==> config.mk <==
export PLATFORM = sky130hd
export DESIGN_NAME = ipd_length_prefixed_deframer
export DESIGN_NICKNAME = d
export VERILOG_FILES = /design/src/design/ipd_pkg.sv /design/src/design/ipd_front.sv /design/src/design/ipd_queue.sv /design/src/design/ipd_back.sv /design/src/design/ipd_length_prefixed_deframer.sv
export SDC_FILE = /design/constraint.sdc
export NUM_CORES = 1
export LEC_CHECK = 0
export BUFFER_PORTS_ARGS = -buffer_cell sky130_fd_sc_hd__buf_2
export CAP_MARGIN = 40
export CELL_PAD_IN_SITES_DETAIL_PLACEMENT = 1
export CELL_PAD_IN_SITES_GLOBAL_PLACEMENT = 1
export CORE_MARGIN = 2
export CORE_UTILIZATION = 43
export DETAILED_ROUTE_END_ITERATION = 10
export GPL_TIMING_DRIVEN = 0
export PLACE_DENSITY = 0.76
export SYNTH_ARGS = -nofsm -noshare
export SYNTH_HDL_FRONTEND = slang
export SYNTH_SLANG_ARGS = --single-unit
==> constraint.sdc <==
create_clock -name clock -period 3.6 [get_ports clock]
set_input_delay 0.72 -clock clock [delete_from_list [all_inputs] [get_ports clock]]
set_output_delay 0.72 -clock clock [all_outputs]
set_load 0.005 [all_outputs]
==> src/design/ipd_pkg.sv <==
// ----------------------------------------------------------------------------
// ipd_pkg - shared types and constants for the length-prefixed deframer
// Result codes, the queued result record, configuration record and the
// header text matched ahead of each frame.
// ----------------------------------------------------------------------------
`default_nettype none

package ipd_pkg;

   // request command codes
   localparam logic CMD_BYTE    = 1'b0;
   localparam logic CMD_TIMEOUT = 1'b1;

   // configuration register indexes
   localparam int  CSR_INDEX_BITS     = 1;
   localparam logic [CSR_INDEX_BITS-1:0] CSR_DELIVER_LIMIT = 1'b0;
   localparam logic [CSR_INDEX_BITS-1:0] CSR_FRAME_LIMIT   = 1'b1;

   localparam logic [15:0] DELIVER_LIMIT_RESET = 16'd255;
   localparam logic [15:0] FRAME_LIMIT_RESET   = 16'd256;

   // "+IPD,"
   localparam int HEADER_LEN = 5;
   localparam int MATCH_BITS = 3;
   localparam logic [7:0] HEADER_TEXT [HEADER_LEN] = '{8'h2B, 8'h49, 8'h50, 8'h44, 8'h2C};

   localparam logic [7:0] CHAR_COLON = 8'h3A;
   localparam logic [7:0] CHAR_ZERO  = 8'h30;
   localparam logic [7:0] CHAR_NINE  = 8'h39;

   // result queue between parser and output stage
   localparam int QUEUE_DEPTH = 2;
   localparam int QUEUE_PTR_BITS = $clog2(QUEUE_DEPTH);
   localparam int QUEUE_CNT_BITS = $clog2(QUEUE_DEPTH + 1);

   typedef enum logic [1:0] {
      OP_BYTE    = 2'd0,
      OP_DROP    = 2'd1,
      OP_TIMEOUT = 2'd2
   } op_kind_type;

   typedef struct packed {
      op_kind_type kind;
      logic [7:0]  data;
      logic        last;
      logic        trunc;
   } op_type;

   typedef struct packed {
      logic [15:0] deliver_limit;
      logic [15:0] frame_limit;
   } cfg_type;

endpackage : ipd_pkg

`default_nettype wire

==> src/design/ipd_front.sv <==
// ----------------------------------------------------------------------------
// ipd_front - header hunt, length parse and payload classification
// Takes one request per accept_i cycle; each yields at most one queued result.
// ----------------------------------------------------------------------------
`default_nettype none

module ipd_front #(
   parameter int LENGTH_CHARS = 9,
   parameter int COUNT_BITS   = 16
) (
   input  wire logic            clock,
   input  wire logic            reset,
   input  wire ipd_pkg::cfg_type cfg_i,
   input  wire logic            accept_i,
   input  wire logic            command_i,
   input  wire logic [7:0]      rx_byte_i,
   output      logic            res_valid_o,
   output      ipd_pkg::op_type res_o
);
   import ipd_pkg::*;

   localparam int LCW = $clog2(LENGTH_CHARS + 1);
   localparam logic [COUNT_BITS-1:0] COUNT_MAX = {COUNT_BITS{1'b1}};

   typedef enum logic [1:0] {
      PH_HUNT = 2'd0,
      PH_LEN  = 2'd1,
      PH_DATA = 2'd2
   } phase_type;

   phase_type               phase_ff,     phase_in;
   logic [MATCH_BITS-1:0]   match_ff,     match_in;
   logic [COUNT_BITS-1:0]   length_ff,    length_in;
   logic [LCW-1:0]          chars_ff,     chars_in;
   logic                    ended_ff,     ended_in;
   logic [COUNT_BITS-1:0]   left_ff,      left_in;
   logic [COUNT_BITS-1:0]   delivered_ff, delivered_in;

   logic [COUNT_BITS+3:0]   len_times10;
   logic [COUNT_BITS-1:0]   len_sat;
   logic                    is_digit;
   logic [COUNT_BITS-1:0]   left_dec;
   logic [COUNT_BITS-1:0]   deliv_inc;
   logic                    can_deliver;
   logic                    hit;
   logic [MATCH_BITS-1:0]   match_next;

   assign is_digit    = (rx_byte_i >= CHAR_ZERO) && (rx_byte_i <= CHAR_NINE);
   assign len_times10 = {1'b0, length_ff, 3'b000} + {3'b000, length_ff, 1'b0}
                      + (COUNT_BITS+4)'(rx_byte_i[3:0]);
   assign len_sat     = (len_times10[COUNT_BITS+3:COUNT_BITS] != 4'd0) ? COUNT_MAX
                      : len_times10[COUNT_BITS-1:0];
   assign left_dec    = left_ff - COUNT_BITS'(1);
   assign deliv_inc   = delivered_ff + COUNT_BITS'(1);
   assign can_deliver = 17'(delivered_ff) < 17'(cfg_i.deliver_limit);

   assign hit = (match_ff < MATCH_BITS'(HEADER_LEN)) && (rx_byte_i == HEADER_TEXT[match_ff]);
   always_comb begin
      if (hit) begin
         match_next = match_ff + MATCH_BITS'(1);
      end else if (rx_byte_i == HEADER_TEXT[0]) begin
         match_next = MATCH_BITS'(1);
      end else begin
         match_next = '0;
      end
   end

   always_comb begin
      phase_in     = phase_ff;
      match_in     = match_ff;
      length_in    = length_ff;
      chars_in     = chars_ff;
      ended_in     = ended_ff;
      left_in      = left_ff;
      delivered_in = delivered_ff;
      res_valid_o  = 1'b0;
      res_o        = '{kind: OP_BYTE, data: 8'h00, last: 1'b0, trunc: 1'b0};

      if (accept_i) begin
         if (command_i == CMD_TIMEOUT) begin
            if (phase_ff == PH_DATA && can_deliver) begin
               res_valid_o = 1'b1;
               res_o.kind  = OP_TIMEOUT;
               res_o.last  = 1'b1;
            end
            phase_in = PH_HUNT;
            match_in = '0;
         end else begin
            case (phase_ff)
               PH_LEN: begin
                  if (rx_byte_i == CHAR_COLON) begin
                     if (length_ff == '0) begin
                        phase_in = PH_HUNT;
                        match_in = '0;
                     end else if (17'(length_ff) >= 17'(cfg_i.frame_limit)) begin
                        phase_in    = PH_HUNT;
                        match_in    = '0;
                        res_valid_o = 1'b1;
                        res_o.kind  = OP_DROP;
                        res_o.last  = 1'b1;
                     end else begin
                        phase_in     = PH_DATA;
                        left_in      = length_ff;
                        delivered_in = '0;
                     end
                  end else if (chars_ff < LCW'(LENGTH_CHARS)) begin
                     chars_in = chars_ff + LCW'(1);
                     if (!ended_ff && is_digit) begin
                        length_in = len_sat;
                     end else begin
                        ended_in = 1'b1;
                     end
                  end
               end
               PH_DATA: begin
                  left_in = left_dec;
                  if (can_deliver) begin
                     delivered_in = deliv_inc;
                     res_valid_o  = 1'b1;
                     res_o.data   = rx_byte_i;
                     res_o.trunc  = (17'(deliv_inc) == 17'(cfg_i.deliver_limit))
                                 && (left_dec != '0);
                     res_o.last   = (left_dec == '0) || res_o.trunc;
                  end
                  if (left_dec == '0) begin
                     phase_in = PH_HUNT;
                     match_in = '0;
                  end
               end
               default: begin
                  // hunting; the spare phase code behaves the same
                  phase_in = PH_HUNT;
                  match_in = match_next;
                  if (match_next >= MATCH_BITS'(HEADER_LEN)) begin
                     phase_in  = PH_LEN;
                     match_in  = '0;
                     length_in = '0;
                     chars_in  = '0;
                     ended_in  = 1'b0;
                  end
               end
            endcase
         end
      end
   end

   always_ff @(posedge clock) begin
      if (reset) begin
         phase_ff     <= PH_HUNT;
         match_ff     <= '0;
         length_ff    <= '0;
         chars_ff     <= '0;
         ended_ff     <= 1'b0;
         left_ff      <= '0;
         delivered_ff <= '0;
      end else begin
         phase_ff     <= phase_in;
         match_ff     <= match_in;
         length_ff    <= length_in;
         chars_ff     <= chars_in;
         ended_ff     <= ended_in;
         left_ff      <= left_in;
         delivered_ff <= delivered_in;
      end
   end

endmodule : ipd_front

`default_nettype wire

==> src/design/ipd_queue.sv <==
// ----------------------------------------------------------------------------
// ipd_queue - short result queue between parser and output stage
// Small register FIFO; lets the parser run while the output side stalls.
// ----------------------------------------------------------------------------
`default_nettype none

module ipd_queue (
   input  wire logic            clock,
   input  wire logic            reset,
   input  wire logic            push_i,
   input  wire ipd_pkg::op_type data_i,
   output      logic            full_o,
   input  wire logic            pop_i,
   output      logic            valid_o,
   output      ipd_pkg::op_type data_o
);
   import ipd_pkg::*;

   op_type                    entries_ff [QUEUE_DEPTH];
   logic [QUEUE_PTR_BITS-1:0] wr_ptr_ff, wr_ptr_in;
   logic [QUEUE_PTR_BITS-1:0] rd_ptr_ff, rd_ptr_in;
   logic [QUEUE_CNT_BITS-1:0] count_ff,  count_in;
   logic                      do_push;
   logic                      do_pop;

   assign full_o  = (count_ff == QUEUE_CNT_BITS'(QUEUE_DEPTH));
   assign valid_o = (count_ff != '0);
   assign data_o  = entries_ff[rd_ptr_ff];
   assign do_push = push_i && !full_o;
   assign do_pop  = pop_i && valid_o;

   always_comb begin
      wr_ptr_in = wr_ptr_ff;
      rd_ptr_in = rd_ptr_ff;
      count_in  = count_ff;
      if (do_push) begin
         wr_ptr_in = (32'(wr_ptr_ff) == QUEUE_DEPTH - 1) ? '0 : wr_ptr_ff + QUEUE_PTR_BITS'(1);
      end
      if (do_pop) begin
         rd_ptr_in = (32'(rd_ptr_ff) == QUEUE_DEPTH - 1) ? '0 : rd_ptr_ff + QUEUE_PTR_BITS'(1);
      end
      if (do_push && !do_pop) begin
         count_in = count_ff + QUEUE_CNT_BITS'(1);
      end else if (do_pop && !do_push) begin
         count_in = count_ff - QUEUE_CNT_BITS'(1);
      end
   end

   always_ff @(posedge clock) begin
      if (reset) begin
         wr_ptr_ff <= '0;
         rd_ptr_ff <= '0;
         count_ff  <= '0;
      end else begin
         wr_ptr_ff <= wr_ptr_in;
         rd_ptr_ff <= rd_ptr_in;
         count_ff  <= count_in;
      end
   end

   always_ff @(posedge clock) begin
      if (do_push) begin
         entries_ff[wr_ptr_ff] <= data_i;
      end
   end

   // the parser is held off while full, so no result is ever lost here
   a_no_push_when_full: assert property (@(posedge clock) disable iff (reset)
      full_o |-> !push_i)
      else $error("result pushed into full queue");

   a_count_bound: assert property (@(posedge clock) disable iff (reset)
      count_ff <= QUEUE_CNT_BITS'(QUEUE_DEPTH))
      else $error("queue count beyond depth");

endmodule : ipd_queue

`default_nettype wire

==> src/design/ipd_back.sv <==
// ----------------------------------------------------------------------------
// ipd_back - output register stage
// Holds the oldest result on the response ports and refills from the queue.
// ----------------------------------------------------------------------------
`default_nettype none

module ipd_back (
   input  wire logic            clock,
   input  wire logic            reset,
   input  wire logic            q_valid_i,
   input  wire ipd_pkg::op_type q_data_i,
   output      logic            q_pop_o,
   output      logic            empty_o,
   input  wire logic            pop_i,
   output      logic [7:0]      payload_byte_o,
   output      logic [1:0]      status_o,
   output      logic            last_of_frame_o,
   output      logic            truncated_o
);
   import ipd_pkg::*;

   op_type out_ff;
   logic   valid_ff, valid_in;
   logic   taken;

   assign taken   = pop_i && valid_ff;
   assign q_pop_o = q_valid_i && (!valid_ff || taken);

   always_comb begin
      valid_in = valid_ff;
      if (q_pop_o) begin
         valid_in = 1'b1;
      end else if (taken) begin
         valid_in = 1'b0;
      end
   end

   always_ff @(posedge clock) begin
      if (reset) begin
         valid_ff <= 1'b0;
      end else begin
         valid_ff <= valid_in;
      end
   end

   always_ff @(posedge clock) begin
      if (q_pop_o) begin
         out_ff <= q_data_i;
      end
   end

   assign empty_o         = !valid_ff;
   assign payload_byte_o  = (out_ff.kind == OP_BYTE) ? out_ff.data : 8'h00;
   assign status_o        = out_ff.kind;
   assign last_of_frame_o = out_ff.last;
   assign truncated_o     = out_ff.trunc;

   a_trunc_ends_frame: assert property (@(posedge clock) disable iff (reset)
      (!empty_o && truncated_o) |-> (last_of_frame_o && status_o == OP_BYTE))
      else $error("truncated result not marked last");

   a_status_ends_frame: assert property (@(posedge clock) disable iff (reset)
      (!empty_o && status_o != OP_BYTE) |-> (last_of_frame_o && !truncated_o
         && payload_byte_o == 8'h00))
      else $error("drop or timeout result malformed");

endmodule : ipd_back

`default_nettype wire

==> src/design/ipd_length_prefixed_deframer.sv <==
// ----------------------------------------------------------------------------
// ipd_length_prefixed_deframer - "+IPD,<len>:<payload>" stream deframer
// Parser, result queue and output register stage, plus the two limit CSRs.
// ----------------------------------------------------------------------------
// Takes one request (received byte or idle timeout) per clock and yields at
// most one response per request. Outside a frame it hunts for "+IPD,", reads
// the decimal length up to ':' and then passes payload bytes on, up to
// deliver_limit per frame; the rest are swallowed and the last passed byte is
// flagged truncated. Lengths at or above frame_limit give one drop response,
// a timeout mid-payload gives one incomplete response unless deliver_limit
// bytes were already passed. Each request is handled in the single cycle in
// which it is accepted, so the input runs at one byte per clock; full only
// rises when the two-entry result queue and the output register are all
// occupied, i.e. the result side has stalled. Responses go via the queue and
// the output register. Limits must be written through the csr channel while
// the block is idle; the block does not enforce it. csr_ready is always high.
// ----------------------------------------------------------------------------
`default_nettype none

module ipd_length_prefixed_deframer #(
   parameter int LENGTH_CHARS = 9,
   parameter int COUNT_BITS   = 16
) (
   input  wire logic        clock,
   input  wire logic        reset,
   // requests
   input  wire logic        push,
   output      logic        full,
   input  wire logic        req_command,
   input  wire logic [7:0]  req_rx_byte,
   // responses
   output      logic        empty,
   input  wire logic        pop,
   output      logic [7:0]  rsp_payload_byte,
   output      logic [1:0]  rsp_status,
   output      logic        rsp_last_of_frame,
   output      logic        rsp_truncated,
   // configuration
   input  wire logic        csr_valid,
   output      logic        csr_ready,
   input  wire logic [ipd_pkg::CSR_INDEX_BITS-1:0] csr_index,
   input  wire logic [15:0] csr_wdata
);
   import ipd_pkg::*;

   logic [15:0] deliver_limit_ff;
   logic [15:0] frame_limit_ff;
   cfg_type     cfg;
   logic        accept;
   logic        res_valid;
   op_type      res;
   logic        q_full;
   logic        q_valid;
   op_type      q_data;
   logic        q_pop;

   assign csr_ready = 1'b1;

   always_ff @(posedge clock) begin
      if (reset) begin
         deliver_limit_ff <= DELIVER_LIMIT_RESET;
         frame_limit_ff   <= FRAME_LIMIT_RESET;
      end else if (csr_valid && csr_ready) begin
         case (csr_index)
            CSR_DELIVER_LIMIT: deliver_limit_ff <= csr_wdata;
            CSR_FRAME_LIMIT:   frame_limit_ff   <= csr_wdata;
            default: ;
         endcase
      end
   end

   assign cfg.deliver_limit = deliver_limit_ff;
   assign cfg.frame_limit   = frame_limit_ff;

   assign full   = q_full;
   assign accept = push && !full;

   ipd_front #(
      .LENGTH_CHARS (LENGTH_CHARS),
      .COUNT_BITS   (COUNT_BITS)
   ) u_front (
      .clock       (clock),
      .reset       (reset),
      .cfg_i       (cfg),
      .accept_i    (accept),
      .command_i   (req_command),
      .rx_byte_i   (req_rx_byte),
      .res_valid_o (res_valid),
      .res_o       (res)
   );

   ipd_queue u_queue (
      .clock   (clock),
      .reset   (reset),
      .push_i  (res_valid),
      .data_i  (res),
      .full_o  (q_full),
      .pop_i   (q_pop),
      .valid_o (q_valid),
      .data_o  (q_data)
   );

   ipd_back u_back (
      .clock           (clock),
      .reset           (reset),
      .q_valid_i       (q_valid),
      .q_data_i        (q_data),
      .q_pop_o         (q_pop),
      .empty_o         (empty),
      .pop_i           (pop),
      .payload_byte_o  (rsp_payload_byte),
      .status_o        (rsp_status),
      .last_of_frame_o (rsp_last_of_frame),
      .truncated_o     (rsp_truncated)
   );

endmodule : ipd_length_prefixed_deframer

`default_nettype wire
---- Word-level counts from Yosys, hierarchy flattened ----
Memory sizes are Yosys's and may differ from the RTL's. A register that Yosys moved wholly into a read port is not among the register bits.
Index checks and enable logic that the tools add are counted.
cells by class
  add/sub/neg operators ................... 10
  $lt $le $gt $ge ......................... 8
  eq/ne operators ......................... 18
  mux-type cells .......................... 73
  bitwise logic cells ..................... 4
  reductions and logical operators ........ 38
operators with widths
  cell                                                                  count
  16-bit 2-to-1 mux                                                     12
  16-bit one-hot mux with 2 select lines                                3
  8-bit 2-to-1 mux                                                      5
  16-bit zero test                                                      2
  2-bit 2-to-1 mux                                                      12
  1-bit 2-to-1 mux                                                      23
  3-bit 2-to-1 mux                                                      7
  7-bit AND reduction                                                   3
  19-bit by 17-bit adder with 20-bit output                             1
  20-bit by 4-bit adder with 20-bit output                              1
  16-bit by 1-bit adder with 16-bit output, second input constant       1
  16-bit == test                                                        1
  8-bit by 6-bit == test with 1-bit output, second input constant       2
  16-bit >= comparator                                                  1
  16-bit less-than comparator                                           1
  16-bit nonzero test                                                   1
  16-bit by 1-bit subtractor with 16-bit output, second input constant  1
  1-bit logical AND                                                     12
  12-bit 2-to-1 mux                                                     1
  4-bit 2-to-1 mux                                                      3
  6-bit AND reduction                                                   2
  10-bit 2-to-1 mux                                                     1
  2-bit nonzero test                                                    5
  8-bit == test                                                         1
  31 further kinds                                                      49
word-level totals
  register bits after elaboration ......... 95
  RAM bits ................................ 24
  ROM bits ................................ 64
  output and inout port bits .............. 15
  word-level logic and storage cells ...... 166
  memories kept ........................... 2
memories
  memory              words  bits a word  read ports  clocked after memory_dff  wr ports  line             text
  (no name shown)     8      8            1           0                         0         ipd_front.sv:57  assign hit = (match_ff < MATCH_BITS'(HEADER_LEN)) && (rx_byte_i == HEADER_TEXT[match_ff]);
  u_queue.entries_ff  2      12           1           1                         1         ipd_queue.sv:19  op_type entries_ff [QUEUE_DEPTH];

---- Longest topological paths before layout ----
  depth after elaboration ................. 12
  depth in mapped cells ................... 11

---- Hierarchy ----
A second synthesis with hierarchy kept.
unflattened totals
  cells, all modules ...................... 1002
  area total of the unflattened synthesis .. 8951.1 um^2
by module, submodules not included
  module                        instances  cells each  area an instance (um^2)  seq. area each (um^2)
  ipd_front                     1          772         6005.8                   1161.1
  ipd_length_prefixed_deframer  1          139         1387.6                   640.6
  ipd_queue                     1          62          1081.0                   820.8
  ipd_back                      1          29          476.7                    380.4

---- Worst setup path before layout ----
OpenSTA, ideal clock, no wires.
  path type ............................... input -> register
  from .................................... input port req_rx_byte[3]
  to ...................................... register u_front.length_ff[9]
  data arrival time ....................... 3.268 ns
  required time ........................... 3.485 ns
  setup slack ............................. 0.218 ns
  stages .................................. 10
  path buffers ............................ 1
  path through ............................ fa_1 -> fa_1 -> a21oi_1 -> o21ai_1 -> a31oi_2 -> o31ai_1 -> a211oi_1 -> o2111ai_2 -> buf_2 -> o21a_1
between the ends
  longest elaborated chain between the ends .. 7
  elaborated cells between the ends (all ways) .. 22
  classes of those cells .................. 1 x add/sub; 3 x order compare; 5 x eq/ne; 7 x mux; 6 x reduce/logical
ends and longest elaborated chain
  element                                   line                                text
  start: declaration                        ipd_length_prefixed_deframer.sv:30  input wire logic [7:0] req_rx_byte,
  20-bit by 4-bit adder with 20-bit output  ipd_front.sv:50                     + (COUNT_BITS+4)'(rx_byte_i[3:0]);
  4-bit nonzero test                        ipd_front.sv:51                     assign len_sat = (len_times10[COUNT_BITS+3:COUNT_BITS] != 4'd0) ? COUNT_MAX
  16-bit 2-to-1 mux                         ipd_front.sv:51
  16-bit 2-to-1 mux                         ipd_front.sv:108                    if (!ended_ff && is_digit) begin
  16-bit 2-to-1 mux                         ipd_front.sv:106                    end else if (chars_ff < LCW'(LENGTH_CHARS)) begin
  16-bit 2-to-1 mux                         ipd_front.sv:91                     if (rx_byte_i == CHAR_COLON) begin
  16-bit one-hot mux with 2 select lines    ipd_front.sv:89                     case (phase_ff)
  end signal: assignment                    ipd_front.sv:159                    length_ff <= length_in;
  end: declaration                          ipd_front.sv:33                     logic [COUNT_BITS-1:0] length_ff, length_in;
Parallel ways exist; a longest one is shown, timed or not. The select of a mux whose other input is x is not followed.
A chain may end at the register's enable or synchronous reset.

---- Worst setup path after layout ----
  from .................................... register u_front.length_ff[3]
  to ...................................... register u_front.length_ff[12]
between the ends
  longest elaborated chain between the ends .. 8
ends and longest elaborated chain
  element                                        line              text
  19-bit by 17-bit adder with 20-bit output (*)  ipd_front.sv:49   assign len_times10 = {1'b0, length_ff, 3'b000} + {3'b000, length_ff, 1'b0}
  20-bit by 4-bit adder with 20-bit output (*)   ipd_front.sv:50
  4-bit nonzero test                             ipd_front.sv:51
  16-bit 2-to-1 mux (*)                          ipd_front.sv:51
  16-bit 2-to-1 mux (*)                          ipd_front.sv:108
  16-bit 2-to-1 mux (*)                          ipd_front.sv:106
  16-bit 2-to-1 mux (*)                          ipd_front.sv:91
  16-bit one-hot mux with 2 select lines (*)     ipd_front.sv:89
Mark *: on every way between the ends. The rest lies on a longest branch, timed or not. The select of a mux whose other input is x is not followed.

==> results.md <==
- Outcome: finished, final reports clean
- Per-cell routed wire length: 19.1 um
- Cell with the most instances after synthesis: nand2_1
- Headroom to the max-slew limit: 41.2%
- CP Data Required Time: 3.93 ns
- Vias in the first global route: 7932
- Peak Freq: 0.291 GHz
- Clock Tree Root: clkbuf_16
- Hold Path Class: reg -> reg
- Internal cell power: 2.54 mW
- Fin util: 50.0%
- Synthesized net count: 1119
- Clock-pin transition on the worst setup and hold timing paths: 0.06 ns
- Reg area: 2990 um2
- Total gr overflow: 0
- Die width: 145 um
- Placer Congestion: 0.885
- Least-Margin Pin Slew: 0.878 ns
- Crit-path max FO: 10
- Fraction of layout cells with a size suffix above 1: 12.1%
- Max clock buf depth: 2
- Clock share of power: 49.3%
- Async set-reset flop share out of synthesis: 0%
- Cell Area, Synth: 8600 um2
- TritonCTS buffer count: 17
- Post-synth cell types: 83
- DP HPWL: 19.4 mm
- Slew Limit Fails: 0
- Largest area contributor in the netlist: dfxtp_1
- Initial DRT Pass Iterations: 4
- Tmin final: 3.43 ns
- Sw Ratio: 25.5%
- P_sw: 0.873 mW
- Synth Warn #: 0
- Diodes inserted: 0
- Placed insts: 1321
- Nets: 1186
- Final Cycle Share: 95.4%
- Mapped Cells: 1010
- Hold WS: 0.454 ns
- Busiest grt layer: met2
- Initial antenna violation count: 0
- Sequential share of power: 45.1%
- Met1 GRT Util: 32.5%
- Seq/Total Area, Yosys: 34.7%
- Number of flops mapped to enable cells by yosys: 36
- VDD IR-drop max: 0.338 mV
- Top_reg_cell synth: dfxtp_1
- Vias per cell: 5.82
- Crit Path Class: reg -> reg
- Die area: 21200 um2
- Iteration-0 DRC Markers: 328
- Top cells by count, synth: nand2_1 (122), a21oi_1 (99), dfxtp_1 (95), ha_1 (76), inv_1 (67)
- Final setup fails: 0
- Mean Syn Cell Area: 8.52 um2
- Initial Util: 44.1%
- DR DRC count: 0
- Pin count of the biggest net entering global routing: 17
- Hold-fix buffers, CTS: 0
- Fillers: 2369
- Port-buffer cells: 44
- Worst skew pair latency: 0.44 ns
- Final hold vios: 0
- PnR Total Power: 3.42 mW
- Clock sinks: 131
- Routed wire length: 25.8 mm
- Placed inst area: 9170 um2
- CTS tree: built
- ANT nets after route: 0
- Worst EP arrival: 3.76 ns
- Core Footprint: 19500 um2
- Core Rows: 51
- Clock skew: 0.00717 ns
- Post-Layout Cell Count: 1355
- I/O pin count: 46
- Vias: 7892
- Global-route wire length before repair: 42.2 mm
- Synth top area cells: dfxtp_1 (22%), edfxtp_1 (13%), ha_1 (11%)
- Total GRT Usage: 24.8%
- Power Dens Cells: 350 nW/um2
- Worst setup EP type: flip-flop
- Comb pwr share: 5.7%
- Final Cell Area: 9770 um2
- H-tree depth: 4
- M3 GR Usage: 3.57%
- Flops & latches, synth: 131
- LEAKAGE: 3.96 nW
- Critical path launch point type: flip-flop
- Area growth from synthesis to layout: 13.6%
- Met2 GRT Util: 42.5%
- Max-cap violation count: 0
- Multi-input gate area: 5180 um2
- Vert. Die Dim: 145 um
- Share of the synthesized area in the top cell type: 22.1%
==> repair_timing <==
item | CTS | global route
endpoints found under the setup margin | 13 | 23
gates resized for setup | 3 | 5
setup buffers | 2 | 0
pin swaps | 2 | 0
==> worst max-delay path, cell delays in order (launching register included) <==
cell and delay, ns:
dfxtp_1 0.58, ha_1 0.32, ha_1 0.39, nand2_1 0.12
o21ai_1 0.34, a31oi_2 0.21, buf_4 0.19, o211a_1 0.21
nor3_1 0.29, o2111ai_2 0.22, buf_2 0.25, o21a_1 0.21
==> final timing paths <==
check | from | to | slack [ns] | cells past startpoint
worst min-delay path | frame_limit_ff[11] | frame_limit_ff[11] | 0.45 | 2
worst max register to register | u_front.length_ff[3] | u_front.length_ff[12] | 0.17 | 11
worst min register to register | frame_limit_ff[11] | frame_limit_ff[11] | 0.45 | 2
worst max-delay path | u_front.length_ff[3] | u_front.length_ff[12] | 0.17 | 11
==> cell usage in the layout (no fill, tap or decap), types with 18 or more instances in the layout <==
cell / count
nand2_1: 122
ha_1: 76
dfxtp_1: 92
nor2_1: 65
buf_2: 48
nor3_1: 21
o211ai_1: 24
xor2_1: 18
inv_1: 67
o21ai_0: 22
a31oi_1: 18
clkbuf_1: 36
and2_1: 19
a21oi_1: 98
xnor2_1: 21
edfxtp_1: 36
o21a_1: 24
nand3_1: 31
==> power by group through the flow <==
stage | clock network, mW | registers, mW | logic (mW)
floorplan | 0 | 1.57 | 0.114
global placement | 0 | 1.57 | 0.185
detailed placement | 0 | 1.57 | 0.190
CTS | 1.71 | 1.54 | 0.192
global route | 1.76 | 1.54 | 0.218
finish | 1.68 | 1.54 | 0.193
==> area by class of cell <==
cell class	count	area share (%)
clock inverters	14	1.33
flip-flops and latches	131	30.6
repair buffers	48	2.56
well taps	265	3.39
inverters	68	2.61
multi-input cells	763	53.0
plain buffers	48	2.10
clock buffers	18	4.39
==> state kept, by name, summed over array words and instances (netlist names) <==
name,flops
u_back.truncated_o,1
u_front.left_ff,16
u_front.match_ff,3
u_back.last_of_frame_o,1
frame_limit_ff,16
u_back.valid_ff,1
u_front.ended_ff,1
u_queue.rd_ptr_ff,1
u_front.delivered_ff,16
u_queue.wr_ptr_ff,1
deliver_limit_ff,16
u_queue.count_ff,2
u_front.length_ff,16
u_back.status_o,2
u_back.out_ff,8
u_front.phase_ff,2
u_queue.entries_ff,24
u_front.chars_ff,4
==> through the flow <==
step | setup slack, ns | TNS (ns)
2_1_floorplan | 0.218 | 0
3_3_place_gp | -0.434 | -6.18
3_5_place_dp | -0.469 | -5.87
4_1_cts | 0.0932 | 0
5_1_grt | -0.00820 | -0.00820
6_report | 0.166 | 0
==> kinds of logic (layout without fill, tap and decap cells) <==
kind of cell | count (synthesis) | after routing | synth area share (%)
fa+ha+maj | 78 | 78 | 11.5
other cells | 1 | 1 | 0.0436
mux | 20 | 20 | 2.53
simple gates | 349 | 349 | 20.7
flops | 131 | 131 | 34.7
compound gates | 276 | 276 | 21.2
buf+inv | 116 | 196 | 5.34
xor+xnor | 39 | 39 | 3.97
==> layer usage <==
layer | wire length [um] | vias up
li1 | - | 3803
met1 | 11800 | 3918
met2 | 12600 | 138
met3 | 1000 | 33
met4 | 412 | 0
met5 | 0 | -
Note: power is estimated with default switching activity, not from simulation.
